File: src/rtl/bmg_pkg.sv
// shared widths, constants and cell data types for the box-muller sample block
package bmg_pkg;

  localparam int unsigned ScaleW  = 16;
  localparam int unsigned URadW   = 32;
  localparam int unsigned UAngW   = 16;
  localparam int unsigned SelW    = 2;
  localparam int unsigned SampleW = 20;

  localparam int unsigned FracW   = 24;  // log2 fraction bits, one per log cell
  localparam int unsigned IpW     = 6;   // integer part of -log2(u), 1..32
  localparam int unsigned NW      = 30;  // -log2(u) in Q.24
  localparam int unsigned VW      = 38;  // -2 ln u in Q.32
  localparam int unsigned RootW   = 19;  // sqrt result, Q.16
  localparam int unsigned SqrtSteps = 19;
  localparam int unsigned TW      = 15;  // folded angle, 0..16384
  localparam int unsigned CW      = 31;  // cosine, Q.30

  localparam logic [ScaleW-1:0] ScaleReset = 16'd655;

  // ln4 * 2^32 split into 2^32 plus a low part
  localparam logic [30:0] Ln4Lo = 31'd1659121648;

  localparam logic [CW-1:0] Q30One = 31'd1073741824;
  localparam logic [CW-1:0] CosC1  = 31'd1324675879;
  localparam logic [CW-1:0] CosC2  = 31'd272375560;
  localparam logic [CW-1:0] CosC3  = 31'd22401992;
  localparam logic [CW-1:0] CosC4  = 31'd987048;
  localparam logic [CW-1:0] CosC5  = 31'd27060;

  // offset selector codes
  localparam logic [SelW-1:0] SelPlus  = 2'd1;
  localparam logic [SelW-1:0] SelMinus = 2'd2;

  localparam logic signed [22:0] SampleMax = 23'sd524287;
  localparam logic signed [22:0] SampleMin = -23'sd524288;

  typedef struct packed {
    logic             vld;
    logic [31:0]      m;
    logic [FracW-1:0] f;
    logic [IpW-1:0]   ip;
  } log_t;

  typedef struct packed {
    logic          vld;
    logic [VW-1:0] v;
    logic [VW-1:0] res;
  } sqrt_t;

endpackage

File: src/rtl/bmg_log_cell.sv
// one log2 cell: squares the mantissa and emits one fraction bit
module bmg_log_cell (
  input  logic          clk_i,
  input  logic          rst_ni,
  input  bmg_pkg::log_t in_i,
  output bmg_pkg::log_t out_o
);
  import bmg_pkg::*;

  logic [63:0] sq;
  logic [32:0] sh;
  log_t        cell_d, cell_q;

  // square, renormalize into [1,2)
  always_comb begin
    sq = 64'(in_i.m) * 64'(in_i.m);
    sh = sq[63:31];
    cell_d.vld = in_i.vld;
    cell_d.ip  = in_i.ip;
    if (sh[32]) begin
      cell_d.m = sh[32:1];
      cell_d.f = {in_i.f[FracW-2:0], 1'b1};
    end else begin
      cell_d.m = sh[31:0];
      cell_d.f = {in_i.f[FracW-2:0], 1'b0};
    end
  end

  always_ff @(posedge clk_i or negedge rst_ni) begin
    if (!rst_ni) begin
      cell_q <= '0;
    end else begin
      cell_q <= cell_d;
    end
  end

  assign out_o = cell_q;

endmodule

File: config.mk
export PLATFORM = sky130hd
export DESIGN_NAME = bmg_log_cell
export DESIGN_NICKNAME = d
export VERILOG_FILES = /design/src/rtl/bmg_pkg.sv /design/src/rtl/bmg_log_cell.sv
export SDC_FILE = /design/constraint.sdc
export NUM_CORES = 2
export LEC_CHECK = 0
export BUFFER_PORTS_ARGS = -buffer_cell sky130_fd_sc_hd__clkbuf_2
export CAP_MARGIN = 5
export CORE_MARGIN = 2
export CORE_UTILIZATION = 35
export DETAILED_ROUTE_END_ITERATION = 8
export GPL_ROUTABILITY_DRIVEN = 0
export PLACE_DENSITY = 0.53
export SLEW_MARGIN = 40
export SYNTH_ARGS = -nofsm -noshare
export SYNTH_HDL_FRONTEND = slang
export SYNTH_SLANG_ARGS = --single-unit
File: constraint.sdc
create_clock -name clk_i -period 0.8 [get_ports clk_i]
set_input_delay 0.12 -clock clk_i [delete_from_list [all_inputs] [get_ports clk_i]]
set_output_delay 0.12 -clock clk_i [all_outputs]
set_load 0.03 [all_outputs]
Word level (Yosys, flattened, before mapping)
Index checks and enable logic that the tools add are counted.
{ "totals": {"out_inout_bits": 63, "romBits": 0, "latchBits": 0, "word_cells": 6, "in_bits": 65, "ramBits": 0, "n_memories": 0, "ff_bits": 63} }
{ "op_classes": {"n_reduce_logical": 0, "mul": 1, "n_mux": 1, "bitwise": 0, "shift": 0, "n_lt_le_gt_ge": 0, "n_addsub": 0, "eq_ne": 0, "n_div": 0} }
{ "op_table": {"columns": ["op", "count"], "rows": [
  ["32-bit by 32-bit multiplier with 64-bit output", 1],
  ["56-bit 2-to-1 mux", 1]
]} }

Logic depth before layout (Yosys ltp)
{ "logic_depth": {"ltp_word": 2, "mapped_depth": 30, "ltp_nobuf": 26} }

Worst setup path before layout
No wires, ideal clock.
{ "synth_path": {"path_type": "input to register", "from": "input in_i[56] in the netlist's numbering", "to": "register cell_q, in the netlist out_o[49]", "t_required_ps": 673, "t_arrival_ps": 7461, "n_path_buf": 4, "setup_slack_ps": -6788, "path_stages": 28, "setup_time_ps": 127, "cell_sequence": "clkbuf_1 > clkbuf_1 > nand2_1 > fa_1 > fa_1 > inv_1 > fa_1 > inv_1 > fa_1 > inv_1 > fa_1 > fa_1 > fa_1 > inv_1 > fa_1 > inv_1 > ha_1 > clkbuf_1 > and4_4 > o2bb2ai_1 > a311o_1 > a221o_1 > a21oi_2 > o21a_2 > o21ai_2 > xnor2_4 > buf_6 > mux2_1"} }
{ "synth_rtl": {"columns": ["item", "line_no", "rtl"], "rows": [
  ["start: declaration", "bmg_log_cell.sv:5", "input bmg_pkg::log_t in_i,"],
  ["end signal: assignment", "bmg_log_cell.sv:33", "cell_q <= cell_d;"],
  ["end: declaration", "bmg_log_cell.sv:12", "log_t cell_d, cell_q;"]
]} }

==> Implementation_results.wiki <==
{| class="wikitable"
! Metric !! Value
|-
| DRC violation total after the first TritonRoute iteration || 1021
|-
| Main combinational cell family by area after synthesis || adder cells
|-
| I/O pin count || 128
|-
| Max-cap violations || 0
|-
| Max FO, Critical Path || 10
|-
| Overall routing resource usage || 0.200
|-
| Simple-gate share of the synthesized area || 0.103
|-
| Status || complete, but fails checks
|-
| Sum of routed wire length over all layers || 87.8 mm
|-
| Via count of the routed design || 23200
|-
| Post-route antenna net violation count || 0
|-
| Maximum single-stage delay on the critical path || 0.58 ns
|-
| Count of clock tree sinks || 63
|-
| RSZ-0062 raised after global routing || true
|-
| Setup-violating endpoint count in the final report || 96
|-
| Wire length of the first global-routing pass || 141 mm
|-
| Post-synth top area share || 0.510
|-
| Required time of the worst setup path || 1.00 ns
|-
| Area of the core region || 88200 sq um
|-
| Number of flip-flops under the largest register name || 63
|-
| Number of cells produced by synthesis || 3242
|-
| Area of the die || 91200 sq um
|-
| Drt pass-1 iters || 5
|-
| Number of flip-flops and latches in the synthesized netlist || 63
|-
| Final Util || 0.463
|-
| Largest cells by area after synthesis || sky130_fd_sc_hd__fa_1 51%, sky130_fd_sc_hd__ha_1 12%, sky130_fd_sc_hd__inv_1 12%
|-
| Clock tree from TritonCTS || built
|-
| Initial core utilization || 0.352
|-
| DRC Markers || 0
|-
| Violated checks || setup timing
|-
| Syn-to-layout area delta || 31.6%
|-
| Die height || 302 microns
|-
| Crit path launch type || input port
|-
| Bufs and invs on worst path || 11
|-
| Vias per Instance || 4.53
|-
| Post-Synth Adder-Cell Area || 0.630
|-
| Yosys warning total || 0
|-
| Synth cell types || 62
|-
| Primary FF master, synth || sky130_fd_sc_hd__dfrtp_1
|-
| Most common cell in the synthesized netlist || sky130_fd_sc_hd__inv_1
|-
| Share of the yosys chip area belonging to registers || 0.0507
|-
| Total nets after synthesis || 4398
|-
| Filler cell count in the final layout || 8471
|-
| Count of flip-flops with a built-in enable after synthesis || 0
|-
| Worst Max-Slew Pin Slew || 0.522 ns
|-
| Post-synthesis instance area || 31100 sq um
|-
| Slowest library cell on the worst path || sky130_fd_sc_hd__fa_2
|-
| Worst Setup Slack, final || -6.42 ns
|-
| Clock Path Buffers || 2
|-
| Pin count of the biggest net entering global routing || 56
|-
| Cell taking the most area after synthesis || sky130_fd_sc_hd__fa_1
|-
| Gr ovfl total || 0
|-
| Instance count on the critical path || 29
|-
| Compound-Gate Fraction of Synth Area || 0.0471
|-
| Count of final hold-check violations || 0
|-
| Top cells by count, synth || 982 x sky130_fd_sc_hd__inv_1, 791 x sky130_fd_sc_hd__fa_1, 300 x sky130_fd_sc_hd__ha_1, 288 x sky130_fd_sc_hd__nand2_1, 230 x sky130_fd_sc_hd__and2_1
|-
| DIE WIDTH || 302 microns
|-
| Peak Freq || 138 MHz
|-
| Final-report max-slew violation count || 0
|-
| Register area || 1580 sq um
|-
| IO buf count || 126
|-
| Number of antenna violations at the first check in global routing || 5
|-
| Clock root buffer || sky130_fd_sc_hd__clkbuf_16
|-
| Site Rows || 109
|-
| # nets final || 5106
|-
| Vias in the first global route || 25900
|-
| Fraction of registers with async set/reset || 1.00
|-
| Max_slew headroom || 0.649
|-
| Most common cell on crit path || sky130_fd_sc_hd__fa_1
|-
| WL per Instance || 17.1 microns
|-
| Kind of end point of the critical path || flop
|-
| Critical path start-end classification || in2reg
|-
| Mean Syn Cell Area || 9.58 sq um
|-
| Area occupied by multi-input gates || 26300 sq um
|-
| Number of buffers added by the clock tree synthesis step || 9
|-
| DPL Wire Length || 75.4 mm
|-
| Xor and xnor area share after synthesis || 0.0237
|-
| H-tree levels || 3
|-
| Post-route fraction of the period consumed by the critical path || 9.03
|-
| Hold crit path type || in2async
|-
| Clk pin slew, worst setup/hold paths || 0.06 ns
|-
| Mux share of post-synthesis cell area || 0.0121
|-
| Data arrival, critical path || 7.43 ns
|-
| Post-route minimum period || 7.22 ns
|-
| Top cell family by delay on the critical path || adder cells
|-
| Setup Total Neg Slack || -219.64 ns
|-
| Share of post-route cells with drive strength above 1 || 0.261
|}
==> logic make-up after synthesis <==
logic type,Yosys count
multiplexers,35
adder cells (fa/ha/maj),1091
flip-flops,63
AND/OR/NAND/NOR,647
buffers and inverters,1098
AO/OA/AOI/OAI,226
XOR/XNOR,82
==> path summary, 6_finish.rpt <==
check	from	end	slack (ns)
max in group asynchronous	rst_ni	out_o[30]	0.19
worst min-delay path	rst_ni	out_o[57]	0.28
min in group clk_i	in_i[1]	out_o[1]	0.44
worst max-delay path	in_i[43]	out_o[49]	-6.42
==> tightest hold or removal path, delay by kind of cell <==
kind                   cells  cell delay, ns
buffers and inverters      3            0.82
==> stage by stage <==
stage / instances / worst slack, ns / hold WS, ns / area [sq um]
detailed placement: 5031 / -6.98 / 0.0922 / 37800
global route: 5122 / -6.61 / 0.308 / 40900
finish: 5122 / -6.42 / 0.281 / 40900
floorplan: 3242 / -6.42 / -0.176 / 31300
global placement: 5031 / -6.91 / 0.0965 / 37800
CTS: 5108 / -6.39 / 0.277 / 40100
==> timing repair <==
item,CTS,global route
endpoints found under the setup margin,96,96
resized for setup,292,199
pin swaps,83,96
setup buffers,24,10
cloned,7,4
hold buffers,31,0
endpoints found under the hold margin,93,0
==> metal layers <==
metal	vias to the layer above	share of wire	global-route usage
li1	10900	-	-
met1	12000	0.41	0.257
met2	328	0.54	0.377
met3	67	0.034	0.0154
met4	0	0.015	0.0257
met5	-	0	0
==> layout make-up <==
type                            count  share of cell area
Multi-Input combinational cell   2081               0.643
Sequential cell                    63              0.0386
Timing Repair Buffer              812               0.184
Clock buffer                       13             0.00637
Inverter                          983              0.0905
Antenna cell                        2            0.000122
Clock inverter                      3             0.00159
Tap cell                         1165              0.0357
==> placed cells by master (no fill, tap or decap), drive strengths merged, types with 12 or more instances in the layout <==
master	Yosys	routed
inv	982	980
fa	791	791
buf	7	716
ha	300	300
nand2	288	288
and2	230	230
a21oi	74	74
clkbuf	108	74
dfrtp	63	63
nor2	52	52
xnor2	43	43
xor2	39	39
a21o	33	33
o21ai	33	33
dlygate4sd3	0	31
mux2	21	21
nand4	16	16
o21bai	16	16
a31oi	16	16
mux2i	14	14
a31o	14	14
nand3	12	12
and3	12	12
Power is left out: the tool's default activity adds up to more than one toggle a clock period on the data nets, which glitch-free logic cannot reach.
