===== config.mk =====
export PLATFORM = sky130hd
export DESIGN_NAME = bmg_sqrt_cell
export DESIGN_NICKNAME = d
export VERILOG_FILES = /design/src/rtl/bmg_pkg.sv /design/src/rtl/bmg_sqrt_cell.sv
export SDC_FILE = /design/constraint.sdc
export NUM_CORES = 1
export LEC_CHECK = 0
export BUFFER_PORTS_ARGS = -buffer_cell sky130_fd_sc_hd__buf_2
export CAP_MARGIN = 20
export CORE_MARGIN = 2
export CORE_UTILIZATION = 52
export DETAILED_ROUTE_END_ITERATION = 10
export PLACE_DENSITY = 0.93
export SLEW_MARGIN = 20
export SYNTH_ARGS = -nofsm -noshare
export SYNTH_HDL_FRONTEND = slang
export SYNTH_SLANG_ARGS = --single-unit

===== constraint.sdc =====
create_clock -name clk_i -period 0.8 [get_ports clk_i]
set_input_delay 0.04 -clock clk_i [delete_from_list [all_inputs] [get_ports clk_i]]
set_output_delay 0.04 -clock clk_i [all_outputs]
set_load 0.03 [all_outputs]

===== src/rtl/bmg_pkg.sv =====
// shared widths, constants and cell data types for the box-muller sample block
package bmg_pkg;

  localparam int unsigned ScaleW  = 16;
  localparam int unsigned URadW   = 32;
  localparam int unsigned UAngW   = 16;
  localparam int unsigned SelW    = 2;
  localparam int unsigned SampleW = 20;

  localparam int unsigned FracW   = 24;  // log2 fraction bits, one per log cell
  localparam int unsigned IpW     = 6;   // integer part of -log2(u), 1..32
  localparam int unsigned NW      = 30;  // -log2(u) in Q.24
  localparam int unsigned VW      = 38;  // -2 ln u in Q.32
  localparam int unsigned RootW   = 19;  // sqrt result, Q.16
  localparam int unsigned SqrtSteps = 19;
  localparam int unsigned TW      = 15;  // folded angle, 0..16384
  localparam int unsigned CW      = 31;  // cosine, Q.30

  localparam logic [ScaleW-1:0] ScaleReset = 16'd655;

  // ln4 * 2^32 split into 2^32 plus a low part
  localparam logic [30:0] Ln4Lo = 31'd1659121648;

  localparam logic [CW-1:0] Q30One = 31'd1073741824;
  localparam logic [CW-1:0] CosC1  = 31'd1324675879;
  localparam logic [CW-1:0] CosC2  = 31'd272375560;
  localparam logic [CW-1:0] CosC3  = 31'd22401992;
  localparam logic [CW-1:0] CosC4  = 31'd987048;
  localparam logic [CW-1:0] CosC5  = 31'd27060;

  // offset selector codes
  localparam logic [SelW-1:0] SelPlus  = 2'd1;
  localparam logic [SelW-1:0] SelMinus = 2'd2;

  localparam logic signed [22:0] SampleMax = 23'sd524287;
  localparam logic signed [22:0] SampleMin = -23'sd524288;

  typedef struct packed {
    logic             vld;
    logic [31:0]      m;
    logic [FracW-1:0] f;
    logic [IpW-1:0]   ip;
  } log_t;

  typedef struct packed {
    logic          vld;
    logic [VW-1:0] v;
    logic [VW-1:0] res;
  } sqrt_t;

endpackage


===== src/rtl/bmg_sqrt_cell.sv =====
// one square root cell: settles one result bit
module bmg_sqrt_cell #(
  parameter int unsigned BitPos = 36
) (
  input  logic           clk_i,
  input  logic           rst_ni,
  input  bmg_pkg::sqrt_t in_i,
  output bmg_pkg::sqrt_t out_o
);
  import bmg_pkg::*;

  localparam logic [VW-1:0] BitVal = VW'(1) << BitPos;

  logic [VW:0] trial;
  sqrt_t       cell_d, cell_q;

  // restoring step
  always_comb begin
    trial = {1'b0, in_i.res} + {1'b0, BitVal};
    cell_d.vld = in_i.vld;
    if ({1'b0, in_i.v} >= trial) begin
      cell_d.v   = in_i.v - trial[VW-1:0];
      cell_d.res = (in_i.res >> 1) + BitVal;
    end else begin
      cell_d.v   = in_i.v;
      cell_d.res = in_i.res >> 1;
    end
  end

  always_ff @(posedge clk_i or negedge rst_ni) begin
    if (!rst_ni) begin
      cell_q <= '0;
    end else begin
      cell_q <= cell_d;
    end
  end

  assign out_o = cell_q;

endmodule


==> results_dict.tcl, run 1 <==
set metrics [dict create \
    clock-sinks 77 \
    synth_cells 514 \
    yosysUniqueCellTypes 61 \
    synth_top_family_by_area "compound AO/OA/AOI/OAI gates" \
    yosysSeqAreaShare_pct 39.46 \
    yosys_warnings 0 \
    lastStage "global routing" \
    cts-buffers-inserted 9 \
    yosys.area_share.adder_pct 10.66 \
    synth-compound-area-share_pct 22.21 \
    tool.error "[ERROR GRT-0232] Routing congestion too high. Check the congestion heatmap in the GUI." \
    async_reset_ff_share_pct 100.0 \
    ys.flop_type "dfrtp_1" \
    io_pins 156 \
    clockBufferDepth 2 \
    synth-seq-cells 77 \
    synth_mux_area_share_pct 2.075 \
    synth_xor_area_share_pct 5.560 \
    avgSynthCellArea_um2 9.501 \
    worstEndpointType "sequential cell input" \
    grt_use_total_pct 95.49 \
    place_congestion 0.9822 \
    synth_commonest_cells "dfrtp_1 (77), a21oi_1 (47), inv_1 (47)" \
    dp_hpwl_um 12540 \
    placed_area_um2 7201 \
    yosysMostFrequentCell "dfrtp_1" \
    syn-num-nets 634 \
    cts_max_level 3 \
    synthTopCellsByArea "dfrtp_1 (39%), ha_1 (10%), a21oi_1 (4.8%), a21oi_2 (4.1%), inv_1 (3.6%)" \
    pre_cts_ws_ns -1.905 \
    synthSimpleGateAreaFrac_pct 13.17 \
    std_cell_rows 35 \
    grt-worst-endpoint "out_o[61]$_DFF_PN0_/D" \
    synth_top_area_share_pct 39.46 \
    synth_area_leader_cell "dfrtp_1" \
    die_y_um 100.9 \
    cts-root-buf "clkbuf_8" \
    port_buffers 155 \
    die_w_um 100.9 \
    grt_max_degree 78 \
    synth_edf_count 0 \
    status "did not finish" \
    start_util_pct 53.10 \
    grt_overflow 771 \
    synth_area_um2 4883 \
]
==> through the flow <==
| stage | hold slack [ns] | TNS [ns] | cells |
|---|---|---|---|
| 2_1_floorplan | -0.2556 | -61.45 | 514 |
| 3_3_place_gp | 0.08436 | -67.03 | 916 |
| 3_5_place_dp | 0.09441 | -70.69 | 916 |
| 4_1_cts | -0.0001290 | -60.31 | 996 |
==> layer usage <==
metal,GRT overflow,global-route usage [%]
met1,3,85.71
met2,587,127.9
met3,3,64.29
met4,178,113.5
met5,0,26.67
==> logic make-up after synthesis <==
kind of cell / Yosys count
flops: 77
fa+ha+maj: 41
buf+inv: 67
xor+xnor: 31
compound gates: 159
mux: 9
simple gates: 130
==> repair_timing <==
item | CTS
setup endpoints to repair | 117
resized for setup | 239
cloned | 3
hold buffers | 51
setup buffers | 12
pin swaps | 36
hold endpoints to repair | 128
==> inputs of run 2 (changes only) <==
--- a/config.mk
+++ b/config.mk
@@ -8,9 +8,9 @@
 export BUFFER_PORTS_ARGS = -buffer_cell sky130_fd_sc_hd__buf_2
 export CAP_MARGIN = 20
 export CORE_MARGIN = 2
-export CORE_UTILIZATION = 52
+export CORE_UTILIZATION = 40
 export DETAILED_ROUTE_END_ITERATION = 10
-export PLACE_DENSITY = 0.93
+export PLACE_DENSITY_LB_ADDON = 0.15
 export SLEW_MARGIN = 20
 export SYNTH_ARGS = -nofsm -noshare
 export SYNTH_HDL_FRONTEND = slang
==> results_dict.tcl, run 2 <==
set metrics [dict create \
    synth_area_um2 4883 \
    grt_overflow 0 \
    worstPathMaxFanout 8 \
    pwr-share-comb_pct 43.1 \
    async_reset_ff_share_pct 100.0 \
    final_antenna_net_count 0 \
    yosys_warnings 0 \
    std_cell_rows 40 \
    cts.reportedPaths.clkPinSlew_ns 0.06 \
    drc_errors 0 \
    rsz0062_at_grt "true" \
    drt-pass1-iter-count 4 \
    vias 5125 \
    critical_path_class "input port to flop" \
    clockBufferDepth 2 \
    synth-compound-area-share_pct 22.21 \
    cpMostUsedCell "buf_12" \
    antenna_found_initial 0 \
    holdPathEnd "out_o[72]$_DFF_PN0_" \
    yosysUniqueCellTypes 61 \
    seq_power_share_pct 27.4 \
    p_per_area_nw_per_um2 1809 \
    leakagePower_nw 4.413 \
    relSlewSlack_pct 74.68 \
    numPlacedInstances 955 \
    die_w_um 114.5 \
    io_pins 156 \
    final_cell_mix "buf_4 (151), buf_6 (101), dfrtp_1 (77)" \
    synth_edf_count 0 \
    grt_pass1_vias 5405 \
    syn-num-nets 634 \
    p_int_mw 11.31 \
    synth_mux_area_share_pct 2.075 \
    min_period_over_period_pct 277.6 \
    power_switching_mw 5.370 \
    cp_slowest_stage_delay_ns 0.39 \
    area_growth_pct 88.88 \
    cts_tree "yes" \
    wl_per_cell_um 15.31 \
    violations "setup timing" \
    yosysSeqAreaShare_pct 39.46 \
    cp_top_family "compound AO/OA/AOI/OAI gates" \
    clock-sinks 77 \
    cts-root-buf "clkbuf_16" \
    worst_ep_required_time_ns 1.04 \
    yosysMostFrequentCell "dfrtp_1" \
    final_nets 1002 \
    wl_um 15830 \
    power_mw 16.68 \
    setup_viol 117 \
    grt_use_total_pct 24.43 \
    ys.flop_type "dfrtp_1" \
    status "complete, but fails checks" \
    synth_cells 514 \
    worst-path-buf-inv 4 \
    synth-seq-cells 77 \
    synth_top_area_share_pct 39.46 \
    endpoint_kind "flop" \
    path_cells "buf_2 -> ha_4 -> nand4_1 -> or3_4 -> o21ai_4 -> a31oi_4 -> o31a_4 -> o211ai_4 -> buf_12 -> buf_12 -> buf_16 -> nor2_1 -> a31o_1" \
    synth_top_family_by_area "compound AO/OA/AOI/OAI gates" \
    hold_depth 4 \
    period_minus_slack_ns 2.221 \
    dp_hpwl_um 11050 \
    place_congestion 0.8451 \
    cp.arrival_ns 2.46 \
    synthSimpleGateAreaFrac_pct 13.17 \
    coreArea_um2 11960 \
    die_y_um 114.5 \
    drtIter0Drc 158 \
    hp-class "input port to flop" \
    yosys.area_share.adder_pct 10.66 \
    final.setup.worst_slack_ns -1.421 \
    ir_drop_uv 1101 \
    synth_area_leader_cell "dfrtp_1" \
    final_cells 1034 \
    largest_reg_flops 77 \
    pwr-share-clk_pct 29.5 \
    holdCritStartpoint "in_i[72]" \
    start_kind "input port" \
    port_buffers 155 \
    hold_viol 0 \
    finish.utilization_pct 77.11 \
    synth_commonest_cells "dfrtp_1 (77), a21oi_1 (47), inv_1 (47)" \
    start_util_pct 40.83 \
    fill_cells 783 \
    via_per_inst 4.956 \
    drive_gt1_share_pct 52.20 \
    drv_cap 0 \
    grt_max_degree 40 \
    drv_slew 0 \
    avgSynthCellArea_um2 9.501 \
    grt_pass1_wl_um 25170 \
    dieArea_um2 13110 \
    cts_max_level 3 \
    final_common_cell "buf_4" \
    antenna_cells 0 \
    synth_xor_area_share_pct 5.560 \
    swShare_pct 32.19 \
    cpMaxStageDelayCell "or3_4" \
    worstMarginPinSlew_ns 0.3775 \
    fmax_mhz 450.3 \
    cts-buffers-inserted 9 \
    synthTopCellsByArea "dfrtp_1 (39%), ha_1 (10%), a21oi_1 (4.8%), a21oi_2 (4.1%), inv_1 (3.6%)" \
    pre_cts_ws_ns -1.875 \
]
## run 2: cell counts after synthesis
No cell type changed its count.
## run 2: cell type report
cell class	instances	area, µm²	area share (%)
timing repair buffer	377	3427	37.15
multi-input combinational	370	3129	33.93
sequential	77	1927	20.89
clock buffer	13	270.3	2.930
inverter	47	196.4	2.130
tap	147	183.9	1.994
clock inverter	3	90.09	0.9767
## run 2: what timing repair did
item,4_1_cts,5_1_grt
setup buffers,7,2
endpoints found under the setup margin,117,117
resized for setup,216,43
hold buffers,51,0
hold endpoints to repair,127,0
pin swaps,8,18
cloned,2,1
## run 2: worst max path at each step
stage                                to  slack (ns)  cells after the start     start
floorplan           out_o[42]$_DFF_PN0_       -1.60                     11  in_i[14]
global placement    out_o[70]$_DFF_PN0_       -1.85                     13  in_i[38]
detailed placement  out_o[70]$_DFF_PN0_       -1.88                     13  in_i[38]
CTS                 out_o[70]$_DFF_PN0_       -1.40                     13  in_i[38]
global route        out_o[70]$_DFF_PN0_       -1.48                     14  in_i[15]
finish              out_o[70]$_DFF_PN0_       -1.42                     13  in_i[55]
## run 2: layer usage
metal / GRT usage, % / vias up / part of all wire (%)
met3: 4.129 / 23 / 3.7
met2: 44.58 / 125 / 52
li1: - / 2528 / -
met4: 9.837 / 0 / 2.0
met5: 0 / - / 0
met1: 28.25 / 2449 / 42
## run 2: cells by family after synthesis
logic type	after synthesis
AO/OA/AOI/OAI	159
XOR/XNOR	31
adder cells (fa/ha/maj)	41
buffers and inverters	67
flip-flops	77
multiplexers	9
AND/OR/NAND/NOR	130
## run 2: power by group through the flow
stage          Sequential, mW  Combinational (mW)  Clock (mW)
2_1_floorplan            5.47                2.60           0
3_3_place_gp             4.52                5.70           0
3_5_place_dp             4.51                5.77           0
4_1_cts                  4.57                6.92        5.03
5_1_grt                  4.60                7.69        5.17
6_report                 4.57                7.19        4.93
## run 2: stage by stage
step                      TNS, ns  instance area [µm²]  hold WS [ns]
final                      -61.72                 9224       0.03650
after global routing       -65.96                 9224       0.02750
after CTS                  -62.34                 8999       0.01211
after detailed placement   -69.21                 7268       0.03487
after global placement     -68.00                 7268       0.03577
after floorplan            -61.45                 5239       -0.2556
Note: power is estimated with default switching activity, not from simulation.
